### src/rtl/swh_pkg.sv
package swh_pkg;

    // Configuration port
    localparam int ADDR_W = 3;
    localparam logic REG_SEED  = 1'b0;
    localparam logic REG_GUARD = 1'b1;

    // Multiplier constants
    localparam logic [31:0] K_ABS_W  = 32'h6ff9766f;
    localparam logic [31:0] K_ABS_A  = 32'h525bd4ab;
    localparam logic [31:0] K_STIR_W = 32'h5e6aca55;
    localparam logic [31:0] K_STIR_A = 32'h53987a97;
    localparam logic [31:0] K_STIR_B = 32'he3522d45;
    localparam logic [31:0] K_FIN_A  = 32'heb1bcb4b;
    localparam logic [31:0] K_FIN_B  = 32'h5b15a697;

    // Initial lane values, lane 0 in the low word
    localparam logic [3:0][31:0] LANE_INIT = {
        32'h03707344, 32'h13198a2e, 32'h85a308d3, 32'h243f6a88
    };

    // Operation run by the shared mixing unit
    typedef enum logic [1:0] {
        KIND_ABSORB,
        KIND_STIR,
        KIND_FINISH
    } kind_t;

    typedef logic [2:0] phase_t;

    // Control from the sequencer to the mixing unit
    typedef struct packed {
        kind_t  kind;
        phase_t phase;
    } step_t;

    // Last phase of each operation; the result is ready in that phase
    function automatic phase_t last_phase(kind_t kind);
        phase_t p;
        case (kind)
            KIND_ABSORB: p = 3'd3;
            KIND_STIR:   p = 3'd5;
            KIND_FINISH: p = 3'd6;
            default:     p = 3'd3;
        endcase
        return p;
    endfunction

endpackage

### src/rtl/seeded_word_hash_32.sv
// Channel  Direction  Handshake              Payload
// in       to block   in_valid / in_stall    data_word[31:0], bytes_valid[2:0], last_item
// out      from block out_valid / out_stall  hash_value[31:0]
// cfg      to block   APB psel/penable       paddr[2:0], pwdata[31:0], prdata[31:0]
//
// A full non-last word that is only held leaves in_stall low; one that completes a
// 16-byte block keeps in_stall high through 4 lane absorbs.
// A last item runs the length absorb, the lane combine if a block was seen, a stir
// per held word, a tail absorb if tail bytes and the final scramble, after the
// block absorbs if it completes a block. All steps share one multiply/rotate unit.
// Reset clears lanes to their initial values, counts to zero, seed 0, guard on.
// The result sits in an output register; the next message is taken while it
// waits, and a finished hash waits in its last step while the held result is stalled.
module seeded_word_hash_32 (
    input  logic                        clk,
    input  logic                        rst_n,
    // input items
    input  logic                        in_valid,
    output logic                        in_stall,
    input  logic [31:0]                 data_word,
    input  logic [2:0]                  bytes_valid,
    input  logic                        last_item,
    // result items
    output logic                        out_valid,
    input  logic                        out_stall,
    output logic [31:0]                 hash_value,
    // configuration
    input  logic                        psel,
    input  logic                        penable,
    input  logic                        pwrite,
    input  logic [swh_pkg::ADDR_W-1:0]  paddr,
    input  logic [31:0]                 pwdata,
    output logic [31:0]                 prdata,
    output logic                        pready
);

    typedef enum logic {
        S_IDLE,
        S_RUN
    } state_t;

    typedef enum logic [2:0] {
        J_BLK,
        J_LEN,
        J_L1,
        J_S2,
        J_MIX,
        J_STIR,
        J_TAIL,
        J_FIN
    } job_t;

    state_t         state_reg;
    job_t           job_reg;
    swh_pkg::phase_t phase_reg;
    logic [1:0]     idx_reg;
    logic           last_reg;

    logic [31:0]    lane_reg [4];
    logic [31:0]    held_reg [3];
    logic [1:0]     held_cnt_reg;
    logic [31:0]    byte_total_reg;
    logic           block_seen_reg;
    logic [31:0]    word_reg;
    logic [1:0]     tail_reg;

    logic [31:0]    seed_reg;
    logic           guard_reg;
    logic           out_valid_reg;
    logic [31:0]    hash_reg;

    logic           in_acc;
    logic           full_word;
    logic [1:0]     tail_in;
    logic           cfg_wr;
    logic [31:0]    seed_cfg;
    logic           guard_cfg;
    logic           msg_idle;
    logic [31:0]    guard_add;
    logic [31:0]    seed_add;

    swh_pkg::step_t step;
    logic [31:0]    a_opnd;
    logic [31:0]    a_addend;
    logic [31:0]    w_opnd;
    logic [31:0]    held_rd;
    logic [31:0]    tail_mask;
    logic [31:0]    mix_acc;
    logic [31:0]    mix_prod;
    logic           step_done;
    logic           out_free;

    // Input decode
    assign in_acc    = in_valid && (state_reg == S_IDLE);
    assign full_word = bytes_valid[2];
    assign tail_in   = full_word ? 2'd0 : bytes_valid[1:0];

    // Configuration access
    assign cfg_wr    = psel && penable && pwrite;
    assign seed_cfg  = (cfg_wr && paddr[2] == swh_pkg::REG_SEED) ? pwdata : seed_reg;
    assign guard_cfg = (cfg_wr && paddr[2] == swh_pkg::REG_GUARD) ? pwdata[0] : guard_reg;
    assign msg_idle  = (byte_total_reg == 32'd0) && (held_cnt_reg == 2'd0) && !block_seen_reg;
    assign guard_add = guard_reg ? seed_reg : 32'd0;
    assign seed_add  = guard_reg ? 32'd0 : seed_reg;
    assign pready    = 1'b1;
    assign prdata    = (paddr[2] == swh_pkg::REG_GUARD) ? {31'd0, guard_reg} : seed_reg;

    // Held word and tail mask selection
    always_comb
    begin
        case (idx_reg)
            2'd0:    held_rd = held_reg[0];
            2'd1:    held_rd = held_reg[1];
            2'd2:    held_rd = held_reg[2];
            default: held_rd = word_reg;
        endcase
        case (tail_reg)
            2'd1:    tail_mask = 32'h000000ff;
            2'd2:    tail_mask = 32'h0000ffff;
            2'd3:    tail_mask = 32'h00ffffff;
            default: tail_mask = 32'h00000000;
        endcase
    end

    // Operands of the current job
    always_comb
    begin
        step.phase = phase_reg;
        step.kind  = swh_pkg::KIND_ABSORB;
        a_opnd     = mix_prod;
        a_addend   = 32'd0;
        w_opnd     = 32'd0;
        case (job_reg)
            J_BLK:
            begin
                a_opnd   = lane_reg[idx_reg];
                a_addend = guard_add;
                w_opnd   = held_rd;
            end
            J_LEN:
            begin
                a_opnd = lane_reg[0];
                w_opnd = byte_total_reg;
            end
            J_L1:
            begin
                w_opnd = lane_reg[1];
            end
            J_S2:
            begin
                a_opnd = lane_reg[2];
                w_opnd = lane_reg[3];
            end
            J_MIX:
            begin
                a_opnd = lane_reg[0];
                w_opnd = mix_prod;
            end
            J_STIR:
            begin
                step.kind = swh_pkg::KIND_STIR;
                a_addend  = guard_add;
                w_opnd    = held_rd;
            end
            J_TAIL:
            begin
                w_opnd = word_reg & tail_mask;
            end
            J_FIN:
            begin
                step.kind = swh_pkg::KIND_FINISH;
            end
            default: ;
        endcase
    end

    assign step_done = (state_reg == S_RUN) && (phase_reg == swh_pkg::last_phase(step.kind));
    assign out_free  = !out_valid_reg || !out_stall;

    swh_mix_unit u_mix (
        .clk      (clk),
        .step     (step),
        .a_opnd   (a_opnd),
        .a_addend (a_addend),
        .w_opnd   (w_opnd),
        .acc      (mix_acc),
        .prod     (mix_prod)
    );

    // Payload registers
    always_ff @(posedge clk)
    begin
        if (in_acc)
        begin
            word_reg <= data_word;
            tail_reg <= tail_in;
            if (full_word && held_cnt_reg != 2'd3)
            begin
                held_reg[held_cnt_reg] <= data_word;
            end
        end
        if (step_done && job_reg == J_FIN && out_free)
        begin
            hash_reg <= mix_acc;
        end
    end

    // Sequencer and message state
    always_ff @(posedge clk or negedge rst_n)
    begin
        if (!rst_n)
        begin
            state_reg      <= S_IDLE;
            job_reg        <= J_LEN;
            phase_reg      <= '0;
            idx_reg        <= 2'd0;
            last_reg       <= 1'b0;
            held_cnt_reg   <= 2'd0;
            byte_total_reg <= 32'd0;
            block_seen_reg <= 1'b0;
            seed_reg       <= 32'd0;
            guard_reg      <= 1'b1;
            out_valid_reg  <= 1'b0;
            for (int i = 0; i < 4; i++)
            begin
                lane_reg[i] <= swh_pkg::LANE_INIT[i];
            end
        end
        else
        begin
            if (out_valid_reg && !out_stall)
            begin
                out_valid_reg <= 1'b0;
            end

            // register writes; lane 0 restarts from the new values while no byte is counted
            if (cfg_wr)
            begin
                seed_reg  <= seed_cfg;
                guard_reg <= guard_cfg;
                if (msg_idle)
                begin
                    lane_reg[0] <= swh_pkg::LANE_INIT[0] + (guard_cfg ? 32'd0 : seed_cfg);
                end
            end

            case (state_reg)
                S_IDLE:
                begin
                    if (in_acc)
                    begin
                        last_reg  <= last_item;
                        phase_reg <= '0;
                        idx_reg   <= 2'd0;
                        if (full_word)
                        begin
                            byte_total_reg <= byte_total_reg + 32'd4;
                            if (held_cnt_reg != 2'd3)
                            begin
                                held_cnt_reg <= held_cnt_reg + 2'd1;
                                if (last_item)
                                begin
                                    state_reg <= S_RUN;
                                    job_reg   <= J_LEN;
                                end
                            end
                            else
                            begin
                                held_cnt_reg   <= 2'd0;
                                block_seen_reg <= 1'b1;
                                state_reg      <= S_RUN;
                                job_reg        <= J_BLK;
                            end
                        end
                        else if (last_item)
                        begin
                            byte_total_reg <= byte_total_reg + {30'd0, tail_in};
                            state_reg      <= S_RUN;
                            job_reg        <= J_LEN;
                        end
                    end
                end
                S_RUN:
                begin
                    if (!step_done)
                    begin
                        phase_reg <= phase_reg + 3'd1;
                    end
                    else
                    begin
                        phase_reg <= '0;
                        case (job_reg)
                            J_BLK:
                            begin
                                lane_reg[idx_reg] <= mix_prod;
                                if (idx_reg == 2'd3)
                                begin
                                    idx_reg <= 2'd0;
                                    job_reg <= J_LEN;
                                    if (!last_reg)
                                    begin
                                        state_reg <= S_IDLE;
                                    end
                                end
                                else
                                begin
                                    idx_reg <= idx_reg + 2'd1;
                                end
                            end
                            J_LEN, J_MIX:
                            begin
                                if (job_reg == J_LEN && block_seen_reg)
                                begin
                                    job_reg <= J_L1;
                                end
                                else if (held_cnt_reg != 2'd0)
                                begin
                                    idx_reg <= 2'd0;
                                    job_reg <= J_STIR;
                                end
                                else if (tail_reg != 2'd0)
                                begin
                                    job_reg <= J_TAIL;
                                end
                                else
                                begin
                                    job_reg <= J_FIN;
                                end
                            end
                            J_L1:
                            begin
                                // park the running lane 0 while lanes 2 and 3 combine
                                lane_reg[0] <= mix_prod;
                                job_reg     <= J_S2;
                            end
                            J_S2:
                            begin
                                job_reg <= J_MIX;
                            end
                            J_STIR:
                            begin
                                if (idx_reg + 2'd1 < held_cnt_reg)
                                begin
                                    idx_reg <= idx_reg + 2'd1;
                                end
                                else if (tail_reg != 2'd0)
                                begin
                                    job_reg <= J_TAIL;
                                end
                                else
                                begin
                                    job_reg <= J_FIN;
                                end
                            end
                            J_TAIL:
                            begin
                                job_reg <= J_FIN;
                            end
                            J_FIN:
                            begin
                                if (out_free)
                                begin
                                    out_valid_reg  <= 1'b1;
                                    state_reg      <= S_IDLE;
                                    job_reg        <= J_LEN;
                                    idx_reg        <= 2'd0;
                                    held_cnt_reg   <= 2'd0;
                                    byte_total_reg <= 32'd0;
                                    block_seen_reg <= 1'b0;
                                    lane_reg[0]    <= swh_pkg::LANE_INIT[0] + seed_add;
                                    lane_reg[1]    <= swh_pkg::LANE_INIT[1];
                                    lane_reg[2]    <= swh_pkg::LANE_INIT[2];
                                    lane_reg[3]    <= swh_pkg::LANE_INIT[3];
                                end
                                else
                                begin
                                    // hold in the last phase until the output register frees
                                    phase_reg <= phase_reg;
                                end
                            end
                            default: ;
                        endcase
                    end
                end
                default: ;
            endcase
        end
    end

    assign in_stall   = (state_reg != S_IDLE);
    assign out_valid  = out_valid_reg;
    assign hash_value = hash_reg;

endmodule

### src/rtl/swh_mix_unit.sv
module swh_mix_unit (
    input  logic               clk,
    input  swh_pkg::step_t     step,
    input  logic [31:0]        a_opnd,
    input  logic [31:0]        a_addend,
    input  logic [31:0]        w_opnd,
    output logic [31:0]        acc,
    output logic [31:0]        prod
);

    typedef enum logic [2:0] {
        ACC_HOLD,
        ACC_SET,
        ACC_ADDROL,
        ACC_ROLP,
        ACC_XSH_ACC,
        ACC_XSH_PROD
    } acc_op_t;

    logic [31:0] acc_reg;
    logic [31:0] prod_reg;
    logic [31:0] acc_next;
    logic [31:0] prod_next;

    acc_op_t     acc_op;
    logic        mul_en;
    logic        mul_from_w;
    logic [31:0] mul_k;
    logic [4:0]  amt;

    logic [31:0] mul_a;
    logic [63:0] mul_full;
    logic [31:0] add_sum;
    logic [31:0] rot_src;
    logic [63:0] rot_dbl;
    logic [31:0] xsh_src;

    // Microcode: which multiply and which add/rotate/xor-shift each phase runs
    always_comb
    begin
        acc_op     = ACC_HOLD;
        mul_en     = 1'b0;
        mul_from_w = 1'b0;
        mul_k      = swh_pkg::K_ABS_W;
        amt        = 5'd0;
        case (step.kind)
            swh_pkg::KIND_ABSORB:
            begin
                case (step.phase)
                    3'd0:
                    begin
                        acc_op     = ACC_SET;
                        mul_en     = 1'b1;
                        mul_from_w = 1'b1;
                        mul_k      = swh_pkg::K_ABS_W;
                    end
                    3'd1:
                    begin
                        acc_op = ACC_ADDROL;
                        amt    = 5'd14;
                    end
                    3'd2:
                    begin
                        mul_en = 1'b1;
                        mul_k  = swh_pkg::K_ABS_A;
                    end
                    default: ;
                endcase
            end
            swh_pkg::KIND_STIR:
            begin
                case (step.phase)
                    3'd0:
                    begin
                        acc_op     = ACC_SET;
                        mul_en     = 1'b1;
                        mul_from_w = 1'b1;
                        mul_k      = swh_pkg::K_STIR_W;
                    end
                    3'd1:
                    begin
                        acc_op = ACC_ADDROL;
                        amt    = 5'd16;
                    end
                    3'd2:
                    begin
                        mul_en = 1'b1;
                        mul_k  = swh_pkg::K_STIR_A;
                    end
                    3'd3:
                    begin
                        acc_op = ACC_ROLP;
                        amt    = 5'd15;
                    end
                    3'd4:
                    begin
                        mul_en = 1'b1;
                        mul_k  = swh_pkg::K_STIR_B;
                    end
                    default: ;
                endcase
            end
            swh_pkg::KIND_FINISH:
            begin
                case (step.phase)
                    3'd0:
                    begin
                        acc_op = ACC_SET;
                    end
                    3'd1:
                    begin
                        acc_op = ACC_XSH_ACC;
                        amt    = 5'd16;
                    end
                    3'd2:
                    begin
                        mul_en = 1'b1;
                        mul_k  = swh_pkg::K_FIN_A;
                    end
                    3'd3:
                    begin
                        acc_op = ACC_XSH_PROD;
                        amt    = 5'd15;
                    end
                    3'd4:
                    begin
                        mul_en = 1'b1;
                        mul_k  = swh_pkg::K_FIN_B;
                    end
                    3'd5:
                    begin
                        acc_op = ACC_XSH_PROD;
                        amt    = 5'd16;
                    end
                    default: ;
                endcase
            end
            default: ;
        endcase
    end

    // Shared multiplier, low 32 bits kept
    assign mul_a    = mul_from_w ? w_opnd : acc_reg;
    assign mul_full = mul_a * mul_k;

    // Adder, rotator and xor-shift
    assign add_sum = (acc_op == ACC_SET) ? (a_opnd + a_addend) : (acc_reg + prod_reg);
    assign rot_src = (acc_op == ACC_ROLP) ? prod_reg : add_sum;
    assign rot_dbl = {rot_src, rot_src} << amt;
    assign xsh_src = (acc_op == ACC_XSH_ACC) ? acc_reg : prod_reg;

    always_comb
    begin
        case (acc_op)
            ACC_SET:      acc_next = add_sum;
            ACC_ADDROL:   acc_next = rot_dbl[63:32];
            ACC_ROLP:     acc_next = rot_dbl[63:32];
            ACC_XSH_ACC:  acc_next = xsh_src ^ (xsh_src >> amt);
            ACC_XSH_PROD: acc_next = xsh_src ^ (xsh_src >> amt);
            default:      acc_next = acc_reg;
        endcase
        prod_next = mul_en ? mul_full[31:0] : prod_reg;
    end

    always_ff @(posedge clk)
    begin
        acc_reg  <= acc_next;
        prod_reg <= prod_next;
    end

    assign acc  = acc_reg;
    assign prod = prod_reg;

endmodule

### config.mk
export PLATFORM = sky130hd
export DESIGN_NAME = seeded_word_hash_32
export DESIGN_NICKNAME = d
export VERILOG_FILES = /design/src/rtl/swh_pkg.sv /design/src/rtl/seeded_word_hash_32.sv /design/src/rtl/swh_mix_unit.sv
export SDC_FILE = /design/constraint.sdc
export NUM_CORES = 2
export LEC_CHECK = 0
export BUFFER_PORTS_ARGS = -buffer_cell sky130_fd_sc_hd__buf_2
export CAP_MARGIN = 40
export CORE_ASPECT_RATIO = 1.5
export CORE_UTILIZATION = 35
export CTS_CLUSTER_SIZE = 14
export DETAILED_ROUTE_END_ITERATION = 12
export REMOVE_ABC_BUFFERS = 1
export SETUP_SLACK_MARGIN = 0.05
export SYNTH_ARGS = -nofsm -noshare
export SYNTH_HDL_FRONTEND = slang
export SYNTH_SLANG_ARGS = --single-unit
### constraint.sdc
create_clock -name clk -period 12.65 [get_ports clk]
set_clock_uncertainty 0.1 [all_clocks]
set_input_delay 3.1625 -clock clk [delete_from_list [all_inputs] [get_ports clk]]
set_output_delay 3.1625 -clock clk [all_outputs]
set_load 0.005 [all_outputs]
==> results_dict.tcl <==
set metrics [dict create \
    max_cap_viol_count 0 \
    hold_violations 0 \
    drt_iter0_drc 4140 \
    cts_resized 0 \
    first_global_vias 40100 \
    reg2reg_depth 32 \
    end_kind "flip-flop" \
    synth_area_um2 44500 \
    layout-drive-gt1-share 0.119 \
    slowest_delay_ns 0.73 \
    die_h_um 439 \
    antenna_found_initial 17 \
    wl_per_cell_um 28.8 \
    cts_root_buf "clkbuf_16" \
    rrSetupSlack_ns 1.37 \
    synthCells 4901 \
    clockBufferDepth 3 \
    netlist_top_cells_count "nor2_1, inv_1, nand2_1, fa_1, a21oi_1" \
    whs_path_depth 2 \
    grt_max_degree 96 \
    fp.coreArea_um2 126000 \
    cts_tree "yes" \
    slowest_stage "dfstp_4" \
    die_area_um2 129000 \
    drtAntennaViolNets 0 \
    tns_ns 0 \
    io_buffers 141 \
    synth_edf_count 226 \
    drtPass1Iterations 7 \
    synth-main-ff-cell "edfxtp_1" \
    required_ns 12.90 \
    grt_pass1_wl_mm 277 \
    synth_area_per_cell_um2 9.08 \
    synth.most_common_cell "nor2_1" \
    fmax_mhz 88.7 \
    clk_latency_ns 0.64 \
    yosysTopAreaCell "fa_1" \
    cp_max_fo 23 \
    cts_sinks 433 \
    largest_reg_flops 96 \
    cts_buffers 44 \
    startpoint_type "flip-flop" \
    wl_mm 193 \
    finalSetupViolCount 0 \
    cp_top_family "adder cells" \
    drv_slew 0 \
    nets 5663 \
    h-tree-depth 2 \
    hpwl_mm 146 \
    cts.clk_slew.worst_paths_ns 0.07 \
    cp.buffers_inverters 6 \
    grtUsageTotal 0.296 \
    io_pins 145 \
    rsz0062_at_grt "no" \
    num_rows 159 \
    vias 39800 \
    synthArstFlopShare 0.478 \
    postCtsHoldBufs 0 \
    r2r_start "job_reg[0]" \
    start_util 0.354 \
    grt-ovfl-total 0 \
    cp_common_cell "fa_1" \
    crit_type "flip-flop to flip-flop" \
    fill_cells 12700 \
    drc 0 \
    syn_to_final_growth_pct 10.4 \
    slew_headroom 0.332 \
    viasPerCell 5.95 \
    period_share 0.892 \
    post_cts_buffers 0 \
    arrival_ns 11.53 \
    rr_endpoint "u_mix.prod[30]" \
    synth-seq-cells 433 \
    min_period_ns 11.28 \
    ys_warn_count 0 \
    status "completed" \
    worst_slew_pin_slew_ns 0.996 \
    ys_types 106 \
    synth_top_area_frac 0.184 \
    routabilityCongestion 0.998 \
    ys_seq_area_frac 0.270 \
    yosys-top-cells-area "fa_1, edfxtp_1, dfrtp_1" \
    min_path_type "flip-flop to flip-flop" \
    fp.dieW_um 293 \
]
## per-layer routing
metal,vias up,track usage,part of all wire
li1,17100,-,-
met4,14,0.282,0.11
met5,-,0,0.00049
met1,19800,0.319,0.33
met2,2249,0.495,0.47
met3,722,0.0472,0.080
## cells in the final DEF (no fill, tap or decap), types with 42 or more instances in the layout
master     instances
xnor2_1          142
buf_2            143
mux2i_1           98
nor2b_1           47
a21o_1            59
ha_1             211
nor3_1            52
buf_4            166
dfstp_2           53
a21oi_1          295
nor2_1           563
o22ai_1          101
clkbuf_16         44
a211oi_1          42
a22o_1            69
edfxtp_1         226
fa_1             410
inv_1            541
a22oi_1           45
xor2_1            51
o21ai_0          205
nand2_1          443
nand3_1           60
dfrtp_1          150
## cell type report
class | count | area, µm² | share of cell area
multi-input cells | 3616 | 29300 | 0.596
flip-flops and latches | 433 | 12000 | 0.245
repair buffers | 317 | 2130 | 0.0434
well taps | 1690 | 2110 | 0.0431
inverters | 552 | 2070 | 0.0422
clock buffers | 59 | 1210 | 0.0246
clock inverters | 23 | 245 | 0.00499
diodes | 3 | 7.51 | 0.000153
## stage by stage
step / utilization / instances / hold WS, ns / setup WS, ns / area (µm²)
finish: 0.391 / 6693 / 0.367 / 1.37 / 49100
global route: 0.391 / 6690 / 0.373 / 1.08 / 49100
CTS: 0.390 / 6689 / 0.365 / 1.53 / 49100
detailed placement: 0.379 / 6607 / 0.354 / 1.64 / 47600
global placement: 0.377 / 6589 / 0.348 / 1.60 / 47400
floorplan: - / 4601 / 0.340 / 0.286 / 43300
## worst max path at each step
| stage | start | endpoint | slack [ns] | cells after the start |
|---|---|---|---|---|
| 2_1_floorplan | job_reg[0] | u_mix.prod[31] | 0.29 | 32 |
| 3_3_place_gp | job_reg[0] | u_mix.prod[31] | 1.60 | 35 |
| 3_5_place_dp | job_reg[0] | u_mix.prod[30] | 1.64 | 34 |
| 4_1_cts | job_reg[0] | u_mix.prod[30] | 1.53 | 32 |
| 5_1_grt | job_reg[0] | u_mix.prod[30] | 1.08 | 34 |
| 6_report | job_reg[0] | u_mix.prod[30] | 1.37 | 32 |
## worst min-delay path: cells and delay by family, from the launching register on
kind	cells	cell delay, ns
DFF	1	0.38
and+or+nand+nor	2	0.09
## cell families after synthesis
| kind of cell | synth area share |
|---|---|
| other cells | 0.0000843 |
| mux | 0.0483 |
| fa+ha+maj | 0.244 |
| xor+xnor | 0.0408 |
| simple gates | 0.139 |
| flops | 0.270 |
| compound gates | 0.184 |
| buf+inv | 0.0738 |
Power is not shown: default switching activity piles up to over one toggle a cycle in this logic, so the estimate is an artifact.
